<file path="src/rtl/core/cvfd_pkg.sv">
// ----------------------------------------------------------------------------
// cvfd_pkg
// Shared types, constants and the crc-8 helpers of the cell voltage frame
// decoder.
// ----------------------------------------------------------------------------
`default_nettype none

package cvfd_pkg;

    localparam logic [7:0] CRC_INIT       = 8'h41;
    localparam logic [4:0] FRAME_LEN_LONG  = 5'd19;
    localparam logic [4:0] FRAME_LEN_SHORT = 5'd16;
    localparam logic [4:0] LONG_FRAME_MIN_CELLS = 5'd10;
    localparam logic [3:0] CELLS_RESET    = 4'd12;
    localparam logic [11:0] CODE_OFFSET   = 12'd512;

    localparam logic CFG_CELLS_LOWER = 1'b0;
    localparam logic CFG_CELLS_UPPER = 1'b1;

    localparam logic KIND_CELL  = 1'b0;
    localparam logic KIND_CHECK = 1'b1;

    localparam logic [1:0] PH_LOW  = 2'd0;
    localparam logic [1:0] PH_MID  = 2'd1;
    localparam logic [1:0] PH_HIGH = 2'd2;

    typedef struct packed {
        logic        kind;
        logic        device_sel;
        logic        last;
        logic [4:0]  cell_index;
        logic [11:0] code;
        logic [7:0]  check_byte;
        logic [7:0]  crc;
    } t_work;

    typedef struct packed {
        logic               kind;
        logic               device_sel;
        logic [4:0]         cell_index;
        logic signed [13:0] voltage_mv;
        logic               check_ok;
        logic               last;
    } t_result;

    function automatic logic [7:0] crc_nib(input logic [3:0] idx);
        logic [7:0] v;
        unique case (idx)
            4'h0: v = 8'h00;
            4'h1: v = 8'h07;
            4'h2: v = 8'h0E;
            4'h3: v = 8'h09;
            4'h4: v = 8'h1C;
            4'h5: v = 8'h1B;
            4'h6: v = 8'h12;
            4'h7: v = 8'h15;
            4'h8: v = 8'h38;
            4'h9: v = 8'h3F;
            4'hA: v = 8'h36;
            4'hB: v = 8'h31;
            4'hC: v = 8'h24;
            4'hD: v = 8'h23;
            4'hE: v = 8'h2A;
            4'hF: v = 8'h2D;
        endcase
        return v;
    endfunction

    function automatic logic [7:0] crc_byte(input logic [7:0] crc, input logic [7:0] b);
        logic [7:0] c;
        c = {crc[3:0], 4'h0} ^ crc_nib(crc[7:4] ^ b[7:4]);
        return {c[3:0], 4'h0} ^ crc_nib(c[7:4] ^ b[3:0]);
    endfunction

endpackage

`default_nettype wire

</file>
<file path="src/rtl/core/cvfd_fifo.sv">
// ----------------------------------------------------------------------------
// cvfd_fifo
// Small register queue with first-word fall-through read.
// ----------------------------------------------------------------------------
`default_nettype none

module cvfd_fifo #(
    parameter int WIDTH = 8,
    parameter int DEPTH = 2
) (
    input  wire logic             i_clk,
    input  wire logic             i_rst_n,
    input  wire logic             i_wr_en,
    input  wire logic [WIDTH-1:0] i_wr_data,
    output logic                  o_full,
    input  wire logic             i_rd_en,
    output logic [WIDTH-1:0]      o_rd_data,
    output logic                  o_empty
);

    localparam int PTR_W = (DEPTH > 1) ? $clog2(DEPTH) : 1;
    localparam int CNT_W = $clog2(DEPTH + 1);

    logic [WIDTH-1:0] r_mem [DEPTH];
    logic [PTR_W-1:0] r_wr_ptr;
    logic [PTR_W-1:0] r_rd_ptr;
    logic [CNT_W-1:0] r_count;
    logic             wr_go;
    logic             rd_go;

    assign o_full    = (r_count == CNT_W'(DEPTH));
    assign o_empty   = (r_count == '0);
    assign o_rd_data = r_mem[r_rd_ptr];
    assign wr_go     = i_wr_en && !o_full;
    assign rd_go     = i_rd_en && !o_empty;

    function automatic logic [PTR_W-1:0] ptr_inc(input logic [PTR_W-1:0] p);
        return (p == PTR_W'(DEPTH - 1)) ? '0 : p + PTR_W'(1);
    endfunction

    always_ff @(posedge i_clk) begin
        if (!i_rst_n) begin
            r_wr_ptr <= '0;
            r_rd_ptr <= '0;
            r_count  <= '0;
        end else begin
            if (wr_go) begin
                r_wr_ptr <= ptr_inc(r_wr_ptr);
            end
            if (rd_go) begin
                r_rd_ptr <= ptr_inc(r_rd_ptr);
            end
            if (wr_go && !rd_go) begin
                r_count <= r_count + CNT_W'(1);
            end else if (rd_go && !wr_go) begin
                r_count <= r_count - CNT_W'(1);
            end
        end
    end

    always_ff @(posedge i_clk) begin
        if (wr_go) begin
            r_mem[r_wr_ptr] <= i_wr_data;
        end
    end

endmodule

`default_nettype wire

</file>
<file path="src/rtl/core/cvfd_front.sv">
// ----------------------------------------------------------------------------
// cvfd_front
// Byte intake: frame position, crc-8, code unpack and result classification.
// ----------------------------------------------------------------------------
`default_nettype none

module cvfd_front #(
    parameter int MAX_CELLS_PER_DEVICE = 12
) (
    input  wire logic           i_clk,
    input  wire logic           i_rst_n,
    input  wire logic           i_cfg_we,
    input  wire logic           i_cfg_index,
    input  wire logic [3:0]     i_cfg_data,
    input  wire logic           i_accept,
    input  wire logic [7:0]     i_rx_byte,
    input  wire logic           i_frame_start,
    output logic                o_work_valid,
    output cvfd_pkg::t_work     o_work
);

    localparam logic [3:0] MAX_CELLS = 4'(MAX_CELLS_PER_DEVICE);

    logic [3:0]  r_cells_lower;
    logic [3:0]  r_cells_upper;
    logic [7:0]  r_crc,   n_crc;
    logic [4:0]  r_pos,   n_pos;
    logic [1:0]  r_phase, n_phase;
    logic        r_sel,   n_sel;
    logic [11:0] r_part,  n_part;
    logic [3:0]  r_done,  n_done;

    logic [7:0]  crc_c;
    logic [4:0]  pos_c;
    logic [1:0]  phase_c;
    logic        sel_c;
    logic [11:0] part_c;
    logic [3:0]  done_c;
    logic [3:0]  lo;
    logic [3:0]  hi;
    logic [3:0]  count;
    logic [3:0]  base;
    logic [4:0]  frame_len;
    logic [11:0] code;
    logic        have;

    assign lo        = (r_cells_lower > MAX_CELLS) ? MAX_CELLS : r_cells_lower;
    assign hi        = (r_cells_upper > MAX_CELLS) ? MAX_CELLS : r_cells_upper;
    assign frame_len = (({1'b0, lo} + {1'b0, hi}) > cvfd_pkg::LONG_FRAME_MIN_CELLS)
                       ? cvfd_pkg::FRAME_LEN_LONG : cvfd_pkg::FRAME_LEN_SHORT;
    // count and base follow the device of the previous byte, before a restart
    assign count     = r_sel ? hi : lo;
    assign base      = r_sel ? lo : 4'd0;

    assign crc_c   = i_frame_start ? cvfd_pkg::CRC_INIT : r_crc;
    assign pos_c   = i_frame_start ? 5'd0 : r_pos;
    assign phase_c = i_frame_start ? cvfd_pkg::PH_LOW : r_phase;
    assign sel_c   = i_frame_start ? 1'b0 : r_sel;
    assign part_c  = i_frame_start ? 12'd0 : r_part;
    assign done_c  = i_frame_start ? 4'd0 : r_done;

    always_comb begin
        n_crc        = r_crc;
        n_pos        = r_pos;
        n_phase      = r_phase;
        n_sel        = r_sel;
        n_part       = r_part;
        n_done       = r_done;
        code         = 12'd0;
        have         = 1'b0;
        o_work_valid = 1'b0;
        o_work       = '0;
        if (i_accept) begin
            if (pos_c >= frame_len - 5'd1) begin
                o_work_valid      = 1'b1;
                o_work.kind       = cvfd_pkg::KIND_CHECK;
                o_work.device_sel = sel_c;
                o_work.last       = sel_c;
                o_work.check_byte = i_rx_byte;
                o_work.crc        = crc_c;
                n_crc   = cvfd_pkg::CRC_INIT;
                n_pos   = 5'd0;
                n_phase = cvfd_pkg::PH_LOW;
                n_part  = 12'd0;
                n_done  = 4'd0;
                n_sel   = ~sel_c;
            end else begin
                n_crc   = cvfd_pkg::crc_byte(crc_c, i_rx_byte);
                n_pos   = pos_c + 5'd1;
                n_sel   = sel_c;
                n_done  = done_c;
                unique case (phase_c)
                    cvfd_pkg::PH_LOW: begin
                        n_part  = {4'h0, i_rx_byte};
                        n_phase = cvfd_pkg::PH_MID;
                    end
                    cvfd_pkg::PH_MID: begin
                        code    = {i_rx_byte[3:0], part_c[7:0]};
                        n_part  = {8'h00, i_rx_byte[7:4]};
                        have    = 1'b1;
                        n_phase = cvfd_pkg::PH_HIGH;
                    end
                    default: begin
                        code    = {i_rx_byte, part_c[3:0]};
                        n_part  = 12'd0;
                        have    = 1'b1;
                        n_phase = cvfd_pkg::PH_LOW;
                    end
                endcase
                if (have && (done_c < count)) begin
                    o_work_valid      = 1'b1;
                    o_work.kind       = cvfd_pkg::KIND_CELL;
                    o_work.device_sel = sel_c;
                    o_work.cell_index = {1'b0, base} + {1'b0, done_c};
                    o_work.code       = code;
                    n_done            = done_c + 4'd1;
                end
            end
        end
    end

    always_ff @(posedge i_clk) begin
        if (!i_rst_n) begin
            r_crc   <= cvfd_pkg::CRC_INIT;
            r_pos   <= 5'd0;
            r_phase <= cvfd_pkg::PH_LOW;
            r_sel   <= 1'b0;
            r_part  <= 12'd0;
            r_done  <= 4'd0;
        end else begin
            r_crc   <= n_crc;
            r_pos   <= n_pos;
            r_phase <= n_phase;
            r_sel   <= n_sel;
            r_part  <= n_part;
            r_done  <= n_done;
        end
    end

    always_ff @(posedge i_clk) begin
        if (!i_rst_n) begin
            r_cells_lower <= cvfd_pkg::CELLS_RESET;
            r_cells_upper <= cvfd_pkg::CELLS_RESET;
        end else if (i_cfg_we) begin
            unique case (i_cfg_index)
                cvfd_pkg::CFG_CELLS_LOWER: r_cells_lower <= i_cfg_data;
                cvfd_pkg::CFG_CELLS_UPPER: r_cells_upper <= i_cfg_data;
            endcase
        end
    end

endmodule

`default_nettype wire

</file>
<file path="src/rtl/core/cvfd_back.sv">
// ----------------------------------------------------------------------------
// cvfd_back
// Result stage: code to millivolt scaling and check byte compare.
// ----------------------------------------------------------------------------
`default_nettype none

module cvfd_back (
    input  wire logic            i_work_avail,
    input  wire cvfd_pkg::t_work i_work,
    input  wire logic            i_res_full,
    output logic                 o_work_take,
    output logic                 o_res_push,
    output cvfd_pkg::t_result    o_res
);

    logic [14:0] diff;
    logic [14:0] scaled;

    // (code - 512) * 3, then arithmetic shift right by one
    assign diff   = {3'b000, i_work.code} - {3'b000, cvfd_pkg::CODE_OFFSET};
    assign scaled = diff + {diff[13:0], 1'b0};

    assign o_work_take = i_work_avail && !i_res_full;
    assign o_res_push  = o_work_take;

    always_comb begin
        o_res            = '0;
        o_res.kind       = i_work.kind;
        o_res.device_sel = i_work.device_sel;
        if (i_work.kind == cvfd_pkg::KIND_CHECK) begin
            o_res.check_ok = (i_work.check_byte == i_work.crc);
            o_res.last     = i_work.last;
        end else begin
            o_res.cell_index = i_work.cell_index;
            o_res.voltage_mv = $signed(scaled[14:1]);
        end
    end

endmodule

`default_nettype wire

</file>
<file path="src/rtl/core/cell_voltage_frame_decoder.sv">
// ----------------------------------------------------------------------------
// cell_voltage_frame_decoder
// Unpacks 12-bit cell codes of two stacked monitor frames and checks crc-8.
//
// Input queue side: one readback byte per transfer (push while full is low),
// with i_frame_start marking the first byte of a two-device readback.
// Result queue side: while empty is low the oldest result is on the o_ ports;
// pop takes it. A result is either a cell voltage in millivolts or a frame
// check result (o_last set for the top device frame).
// Configuration: i_cfg_we writes i_cfg_data into the cell count register
// selected by i_cfg_index (0 bottom device, 1 top device), both reset to 12.
// Throughput: one byte per cycle while full is low; the intake updates crc
// and unpack state in the cycle a byte is taken; the scaling stage moves one
// result per cycle, while the result queue is not full, from a two-entry work
// queue to a two-entry result queue; each result passes both queues in turn.
// When the receiver stalls, the result queue fills, then the work queue,
// and full rises; bytes that yield no result still need full low.
// Reset is synchronous and empties both queues and restarts the frame.
// ----------------------------------------------------------------------------
`default_nettype none

module cell_voltage_frame_decoder #(
    parameter int MAX_CELLS_PER_DEVICE = 12
) (
    input  wire logic               i_clk,
    input  wire logic               i_rst_n,
    input  wire logic               i_cfg_we,
    input  wire logic               i_cfg_index,
    input  wire logic [3:0]         i_cfg_data,
    input  wire logic               push,
    output logic                    full,
    input  wire logic [7:0]         i_rx_byte,
    input  wire logic               i_frame_start,
    output logic                    empty,
    input  wire logic               pop,
    output logic                    o_kind,
    output logic                    o_device_sel,
    output logic [4:0]              o_cell_index,
    output logic signed [13:0]      o_voltage_mv,
    output logic                    o_check_ok,
    output logic                    o_last
);

    localparam int WORK_W = $bits(cvfd_pkg::t_work);
    localparam int RES_W  = $bits(cvfd_pkg::t_result);

    logic              accept;
    logic              work_valid;
    cvfd_pkg::t_work   work_in;
    cvfd_pkg::t_work   work_out;
    logic              work_empty;
    logic              work_take;
    logic              res_full;
    logic              res_push;
    cvfd_pkg::t_result res_in;
    cvfd_pkg::t_result res_out;
    logic [WORK_W-1:0] work_out_bits;
    logic [RES_W-1:0]  res_out_bits;

    assign accept = push && !full;

    cvfd_front #(
        .MAX_CELLS_PER_DEVICE(MAX_CELLS_PER_DEVICE)
    ) u_front (
        .i_clk         (i_clk),
        .i_rst_n       (i_rst_n),
        .i_cfg_we      (i_cfg_we),
        .i_cfg_index   (i_cfg_index),
        .i_cfg_data    (i_cfg_data),
        .i_accept      (accept),
        .i_rx_byte     (i_rx_byte),
        .i_frame_start (i_frame_start),
        .o_work_valid  (work_valid),
        .o_work        (work_in)
    );

    cvfd_fifo #(
        .WIDTH(WORK_W),
        .DEPTH(2)
    ) u_work_q (
        .i_clk     (i_clk),
        .i_rst_n   (i_rst_n),
        .i_wr_en   (work_valid),
        .i_wr_data (work_in),
        .o_full    (full),
        .i_rd_en   (work_take),
        .o_rd_data (work_out_bits),
        .o_empty   (work_empty)
    );

    assign work_out = cvfd_pkg::t_work'(work_out_bits);

    cvfd_back u_back (
        .i_work_avail (!work_empty),
        .i_work       (work_out),
        .i_res_full   (res_full),
        .o_work_take  (work_take),
        .o_res_push   (res_push),
        .o_res        (res_in)
    );

    cvfd_fifo #(
        .WIDTH(RES_W),
        .DEPTH(2)
    ) u_res_q (
        .i_clk     (i_clk),
        .i_rst_n   (i_rst_n),
        .i_wr_en   (res_push),
        .i_wr_data (res_in),
        .o_full    (res_full),
        .i_rd_en   (pop),
        .o_rd_data (res_out_bits),
        .o_empty   (empty)
    );

    assign res_out      = cvfd_pkg::t_result'(res_out_bits);
    assign o_kind       = res_out.kind;
    assign o_device_sel = res_out.device_sel;
    assign o_cell_index = res_out.cell_index;
    assign o_voltage_mv = res_out.voltage_mv;
    assign o_check_ok   = res_out.check_ok;
    assign o_last       = res_out.last;

endmodule

`default_nettype wire
</file>
<file path="config.mk">
export PLATFORM = sky130hd
export DESIGN_NAME = cell_voltage_frame_decoder
export DESIGN_NICKNAME = d
export VERILOG_FILES = /design/src/rtl/core/cvfd_pkg.sv /design/src/rtl/core/cvfd_fifo.sv /design/src/rtl/core/cvfd_front.sv /design/src/rtl/core/cvfd_back.sv /design/src/rtl/core/cell_voltage_frame_decoder.sv
export SDC_FILE = /design/constraint.sdc
export NUM_CORES = 1
export LEC_CHECK = 0
export ABC_AREA = 1
export BUFFER_PORTS_ARGS = -buffer_cell sky130_fd_sc_hd__buf_2
export CAP_MARGIN = 20
export CELL_PAD_IN_SITES_DETAIL_PLACEMENT = 1
export CELL_PAD_IN_SITES_GLOBAL_PLACEMENT = 2
export CORE_MARGIN = 4
export CORE_UTILIZATION = 36
export DETAILED_ROUTE_END_ITERATION = 8
export PLACE_DENSITY_LB_ADDON = 0.1
export SYNTH_ARGS = -nofsm -noshare
export SYNTH_HDL_FRONTEND = slang
export SYNTH_SLANG_ARGS = --single-unit
</file>
<file path="constraint.sdc">
create_clock -name i_clk -period 4.2 [get_ports i_clk]
set_input_delay 0.84 -clock i_clk [delete_from_list [all_inputs] [get_ports i_clk]]
set_output_delay 0.84 -clock i_clk [all_outputs]
set_load 0.01 [all_outputs]
</file>
==> results of run 1 <==
-- layer usage --
layer / GRT usage (%) / routed length, um / vias up
met3: 2.75 / 430 / 21
met1: 20.0 / 8640 / 2805
met5: 0 / 0 / -
met4: 5.28 / 377 / 0
li1: - / - / 2889
met2: 28.5 / 9930 / 52
-- sequential cells by signal, summed over array words and instances, names as in the netlist, named ones only --
register               cells
u_front.r_phase            2
u_front.r_part             8
u_front.r_crc              8
u_res_q.r_rd_ptr           1
u_front.r_sel              1
u_work_q.r_count           2
u_res_q.r_mem             46
u_front.r_cells_upper      4
u_res_q.r_count            2
u_work_q.r_mem            72
u_front.r_cells_lower      4
u_front.r_pos              5
u_front.r_done             4
u_work_q.r_wr_ptr          1
u_work_q.r_rd_ptr          1
u_res_q.r_wr_ptr           1
-- final timing paths --
check,from,end,slack (ns),cells after the start
worst min register to register,u_work_q.r_rd_ptr$_SDFFE_PN0P_,u_work_q.r_rd_ptr$_SDFFE_PN0P_,0.47,1
worst max register to register,u_front.r_cells_lower[3]$_SDFFE_PN1P_,u_work_q.r_count[1]$_SDFFE_PN0P_,0.38,22
worst min-delay path,u_work_q.r_rd_ptr$_SDFFE_PN0P_,u_work_q.r_rd_ptr$_SDFFE_PN0P_,0.47,1
worst max-delay path,u_front.r_cells_lower[3]$_SDFFE_PN1P_,u_work_q.r_count[1]$_SDFFE_PN0P_,0.38,22
-- cells in the mapped netlist (all sizes together) --
cell / instances / area share, %
nand2: 196 / 9.2
edfxtp: 118 / 44
inv: 85 / 4.0
nor2: 81 / 4.2
a21oi: 63 / 3.9
nand3: 62 / 3.9
dfxtp: 46 / 11
ha: 32 / 4.9
xor2: 31 / 3.7
o21ai: 29 / 1.8
mux2: 23 / 3.2
clkbuf: 15 / 0.69
buf: 14 / 1.2
nor3: 9 / 0.55
xnor2: 8 / 0.86
o22ai: 5 / 0.38
or2: 4 / 0.31
fa: 3 / 0.74
nand4: 3 / 0.23
a211oi: 2 / 0.40
a21o: 2 / 0.18
mux2i: 2 / 0.25
nand3b: 2 / 0.18
o211ai: 2 / 0.18
a21boi: 1 / 0.092
nor4: 1 / 0.077
-- stage by stage --
stage / worst slack, ns / area (sq um)
global route: 0.0609 / 9250
finish: 0.376 / 9250
global placement: 0.570 / 8640
detailed placement: 0.355 / 8650
CTS: 0.335 / 9230
floorplan: 0.302 / 8130
-- cell families (layout without fill, tap and decap cells) --
| logic type | after synthesis | in the layout | synth area share [%] |
|---|---|---|---|
| fa+ha+maj | 35 | 35 | 5.67 |
| compound gates | 104 | 104 | 6.91 |
| flops | 164 | 164 | 54.9 |
| simple gates | 358 | 358 | 18.7 |
| mux | 25 | 25 | 3.43 |
| buf+inv | 114 | 170 | 5.80 |
| xor+xnor | 39 | 39 | 4.57 |
-- power groups by stage --
| stage | combinational (mW) | sequential, mW | clock (mW) |
|---|---|---|---|
| detailed placement | 1.98 | 2.29 | 0 |
| CTS | 2.00 | 2.26 | 1.55 |
| global placement | 1.91 | 2.28 | 0 |
| floorplan | 1.42 | 2.23 | 0 |
| finish | 1.95 | 2.25 | 1.51 |
| global route | 2.21 | 2.28 | 1.62 |
-- final cells by class --
cell class | instances | area share, %
clock inverters | 14 | 1.58
clock buffers | 18 | 4.64
well taps | 280 | 3.79
multi-input cells | 561 | 34.6
flip-flops and latches | 164 | 48.3
repair buffers | 53 | 3.63
inverters | 85 | 3.48
-- placed cells by master (no fill, tap or decap), drive strengths merged, types with 23 or more instances in the layout --
master / Yosys / final
a21oi: 63 / 63
buf: 14 / 53
dfxtp: 46 / 46
edfxtp: 118 / 118
ha: 32 / 32
inv: 85 / 91
mux2: 23 / 23
nand2: 196 / 196
nand3: 62 / 62
nor2: 81 / 81
o21ai: 29 / 29
xor2: 31 / 31
-- critical path, cell delays in order (launching register included) --
cell     delay, ns
dfxtp_1       0.40
nand2_1       0.09
nand2_1       0.12
inv_1         0.06
ha_1          0.21
inv_1         0.08
fa_1          0.41
o21ai_0       0.18
nand3_1       0.09
nand2_1       0.12
inv_1         0.08
ha_1          0.31
a21o_1        0.19
a21o_1        0.15
nor2_1        0.11
nand2_2       0.11
nand2_1       0.10
nand2_1       0.11
ha_1          0.34
a21oi_1       0.12
o21ai_0       0.11
o21ai_0       0.16
a21oi_1       0.06
==> impl_metrics.py, run 1 <==
metrics = {
    "route": {
        "finalWirelength_um": 19400,
        "drt_iter0_drc": 270,
        "ant_nets": 0,
        "drc": 0,
        "dr.pass1.iters": 4,
        "wl_per_cell_um": 16.5,
        "routed-via-count": 5767,
        "via_per_inst": 4.91,
    },
    "yosys": {
        "ys_seq_area_share_pct": 54.9,
        "syn_inst": 839,
        "yosys_register_bits": 164,
        "syn_nets": 893,
        "avgSynthCellArea_sq_um": 9.69,
        "ys_types": 39,
        "synth_warnings": 0,
        "synthesis.area_sq_um": 8130,
    },
    "layout": {
        "multi_input_area_sq_um": 3200,
        "seq_area_sq_um": 4460,
        "layout-drive-gt1-share_pct": 15.1,
        "diodes": 0,
        "post-route-util_pct": 42.0,
        "areaGrowthSynthToFinish_pct": 13.8,
        "num-fill-cells": 2486,
        "final_cell_count_no_fill": 1175,
        "nNetsFinal": 936,
    },
    "clocking": {
        "ctsHoldBuffers": 0,
        "clk_pin_slew_ns": 0.07,
        "cts_tree": "yes",
        "clockRootBuffer": "clkbuf_16",
        "clk_latency_ns": 0.42,
        "cts_htree_levels": 4,
        "numCtsBuffers": 17,
        "postCtsSetupRepairBufs": 0,
        "clock-sinks": 164,
        "cts_buffer_depth": 2,
        "post_cts_resized": 0,
    },
    "worst_setup_path": {
        "end_kind": "flip-flop",
        "crit_required_ns": 4.51,
        "cp.arrival_ns": 4.14,
        "cp_max_fo": 5,
        "critPathLaunchType": "flip-flop",
        "critical_path_class": "reg2reg",
    },
    "timing": {
        "period_share_pct": 91.0,
        "period_needed_ns": 3.82,
        "maxSlewViolCount": 0,
        "tightest_slew_ns": 1.01,
        "max_freq_ghz": 0.262,
        "holdWs_ns": 0.470,
        "maxSlewHeadroom_pct": 32.7,
        "finClkSkew_ns": 0.0113,
        "tns_ns": 0,
        "setup_viol": 0,
        "rsz0062_at_grt": "no",
        "final_hold_viol_count": 0,
    },
    "power": {
        "power_frac_seq_pct": 39.5,
        "vdd_drop_max_mv": 0.260,
        "leakage_nw": 3.86,
        "power.total_mw": 5.70,
        "power.share.clock_pct": 26.4,
        "powerDensity_nw_per_um2": 617,
        "sw_frac_of_total_pct": 35.5,
        "combPwrFrac_pct": 34.1,
        "p_switching_mw": 2.03,
        "internal-power_mw": 3.68,
    },
    "status": {
        "status": "complete, no violations",
    },
    "grt": {
        "grt_pass1_wl_um": 31500,
        "antenna_found_initial": 0,
        "grt_pass1_vias": 6108,
        "overflow": 0,
        "grt_usage_pct": 16.1,
        "grt_max_degree": 38,
    },
    "placement": {
        "port_buffers": 43,
        "dp.cells": 1142,
        "hpwl_um": 14200,
        "place_congestion": 0.814,
    },
    "die": {
        "die-area_sq_um": 25000,
        "ios": 44,
        "initial_utilization_pct": 36.9,
        "row_count": 54,
        "die_y_um": 158,
        "die_x_um": 158,
        "core-area_sq_um": 22000,
    },
    "min_path": {
        "hold_path_class": "reg2reg",
    },
    "run": {
        "maxCapViolations": 0,
    },
}
No activity file was read; power rests on OpenSTA's default activity.
==> inputs of run 2 (changes only) <==
--- a/config.mk
+++ b/config.mk
@@ -11,9 +11,10 @@
 export CELL_PAD_IN_SITES_DETAIL_PLACEMENT = 1
 export CELL_PAD_IN_SITES_GLOBAL_PLACEMENT = 2
 export CORE_MARGIN = 4
-export CORE_UTILIZATION = 36
+export CORE_UTILIZATION = 37
+export CTS_BUF_LIST = sky130_fd_sc_hd__clkbuf_2 sky130_fd_sc_hd__clkbuf_4 sky130_fd_sc_hd__clkbuf_8
 export DETAILED_ROUTE_END_ITERATION = 8
-export PLACE_DENSITY_LB_ADDON = 0.1
+export PLACE_DENSITY = 0.74
 export SYNTH_ARGS = -nofsm -noshare
 export SYNTH_HDL_FRONTEND = slang
 export SYNTH_SLANG_ARGS = --single-unit
==> constraint.sdc (replaced) <==
create_clock -name i_clk -period 3.5 [get_ports i_clk]
set_input_delay 0.7 -clock i_clk [delete_from_list [all_inputs] [get_ports i_clk]]
set_output_delay 0.7 -clock i_clk [all_outputs]
set_load 0.01 [all_outputs]
==> run 2 against run 1 <==
  * Clock-buffer cell count up 2
  * Critical path depth unchanged
  * Total power up 16%
  * Fmax up 13%
  * Final area up 3.0%
  * Sequential share of layout area down 1.3 points
  * Combinational power up 27%
  * First-iteration DRC count down 9.3%
  * Non-clock buffer count up 25
  * Clock power down 3%
  * Via count up 2.2%
  * Register-to-register slack worse by 0.25 ns
  * Critical endpoint is now u_work_q.r_mem[1][21]$_DFFE_PP_
==> impl_metrics.py, run 2 (same netlist as run 1, synthesis figures left out) <==
metrics = {
    "status": {
        "status": "complete, no violations",
    },
    "timing": {
        "rsz0062_at_grt": "yes",
        "period_share_pct": 96.3,
        "finClkSkew_ns": 0.0192,
        "maxSlewViolCount": 0,
        "setup_viol": 0,
        "period_needed_ns": 3.37,
        "tightest_slew_ns": 1.02,
        "holdWs_ns": 0.458,
        "max_freq_ghz": 0.297,
        "final_hold_viol_count": 0,
        "maxSlewHeadroom_pct": 31.6,
    },
    "placement": {
        "hpwl_um": 14100,
        "place_congestion": 0.811,
        "dp.cells": 1152,
        "port_buffers": 43,
    },
    "route": {
        "dr.pass1.iters": 4,
        "via_per_inst": 4.93,
        "finalWirelength_um": 19400,
        "ant_nets": 0,
        "drt_iter0_drc": 245,
        "wl_per_cell_um": 16.3,
        "routed-via-count": 5891,
        "drc": 0,
    },
    "clocking": {
        "numCtsBuffers": 17,
        "clock-sinks": 164,
        "cts_tree": "yes",
        "cts_buffer_depth": 2,
        "clk_pin_slew_ns": 0.10,
        "clk_latency_ns": 0.45,
        "clockRootBuffer": "clkbuf_8",
        "cts_htree_levels": 4,
    },
    "grt": {
        "grt_usage_pct": 16.4,
        "antenna_found_initial": 0,
        "overflow": 0,
        "grt_pass1_vias": 6197,
        "grt_max_degree": 37,
        "grt_pass1_wl_um": 32000,
    },
    "worst_setup_path": {
        "critPathBufInv": 6,
        "cp_max_fo": 13,
        "path_delay_family": "simple AND/OR/NAND/NOR gates",
        "cp_common_cell": "nand2_2",
        "critical_path_class": "reg2reg",
        "max_stage_delay_ns": 0.41,
        "path_cells": "nand2_2 > nand2_2 > inv_2 > ha_4 > inv_1 > fa_2 > xor2_2 > o21ai_2 > nand3_2 > nand2_4 > inv_2 > ha_4 > a21o_1 > a21o_1 > nor2_2 > nand2_2 > buf_4 > nor2_4 > buf_12 > buf_12 > nand3_1 > a21oi_2",
        "crit_required_ns": 3.78,
        "cp_slowest_cell": "fa_2",
        "cp.arrival_ns": 3.65,
        "critPathLaunchType": "flip-flop",
        "end_kind": "flip-flop",
    },
    "layout": {
        "largest_reg_flops": 72,
        "mostFrequentLayoutCells": "nand2_1, edfxtp_1, inv_1",
        "post-route-util_pct": 44.8,
        "areaGrowthSynthToFinish_pct": 17.2,
        "largestRegisters": "u_work_q.r_mem (72), u_res_q.r_mem (46)",
        "multi_input_area_sq_um": 3350,
        "final_cell_count_no_fill": 1195,
        "seq_area_sq_um": 4470,
        "num-fill-cells": 2409,
        "diodes": 0,
        "final_common_cell": "nand2_1",
        "top_register": "u_work_q.r_mem",
        "layout-drive-gt1-share_pct": 21.5,
        "nNetsFinal": 961,
    },
    "power": {
        "powerDensity_nw_per_um2": 694,
        "power.total_mw": 6.62,
        "vdd_drop_max_mv": 0.277,
        "leakage_nw": 3.94,
    },
    "die": {
        "row_count": 53,
        "ios": 44,
        "die_y_um": 156,
        "core-area_sq_um": 21300,
        "die-area_sq_um": 24400,
        "initial_utilization_pct": 38.2,
        "die_x_um": 156,
    },
    "run": {
        "maxCapViolations": 0,
    },
    "min_path": {
        "hold_path_class": "reg2reg",
    },
}
[run 2: cell types whose count changed in the layout (fill, tap and decap cells not counted), sizes merged]
cell | before | now
buf | 53 | 76
clkbuf | 18 | 22
clkinvlp | 4 | 3
clkinv | 3 | 0
bufinv | 1 | 3
[run 2: worst paths after layout]
check	to	slack [ns]	depth (start not counted)	startpoint
worst min-delay path	flip-flop	0.46	1	u_work_q.r_rd_ptr$_SDFFE_PN0P_
worst min register to register	flip-flop	0.46	1	u_work_q.r_rd_ptr$_SDFFE_PN0P_
worst max-delay path	u_work_q.r_mem[1][21]$_DFFE_PP_	0.13	22	u_front.r_cells_lower[2]$_SDFFE_PN1P_
worst max register to register	u_work_q.r_mem[1][21]$_DFFE_PP_	0.13	22	u_front.r_cells_lower[2]$_SDFFE_PN1P_
[run 2: timing repair]
| item | in CTS | in global routing |
|---|---|---|
| gates resized for setup | 16 | 33 |
| pin swaps | 3 | 8 |
| hold buffers | 0 | 0 |
| setup buffers | 3 | 2 |
| gates cloned | 1 | 5 |
| endpoints found under the setup margin | 83 | 132 |
[run 2: stage by stage]
step,setup WS (ns),instance area [sq um],TNS (ns)
after floorplan,-0.398,8130,-28.15
after global placement,0.0562,8770,0
after detailed placement,-0.134,8770,-0.949
after CTS,0.00759,9300,0
after global routing,-0.0621,9530,-1.69
final,0.130,9530,0
[run 2: routing by layer]
layer / global-route usage [%] / vias to the layer above / routed length [um]
met3: 2.96 / 11 / 491
li1: - / 2939 / -
met1: 21.0 / 2877 / 8660
met2: 29.4 / 64 / 10100
met5: 0 / - / 0
met4: 3.26 / 0 / 133
[run 2: cell type report]
class                   instances  area share [%]
clock inverters                12            1.76
inverters                      85            3.38
repair buffers                 78            6.45
flip-flops and latches        164            46.9
well taps                     275            3.61
clock buffers                  20            2.69
multi-input cells             561            35.2
[run 2: where the power goes]
part	total [mW]	switching (mW)	internal, mW	leakage, nW
registers	2.68	0.135	2.54	1.47
logic	2.47	1.52	0.958	2.26
clock network	1.46	0.717	0.746	0.208
total	6.62	2.37	4.25	3.94
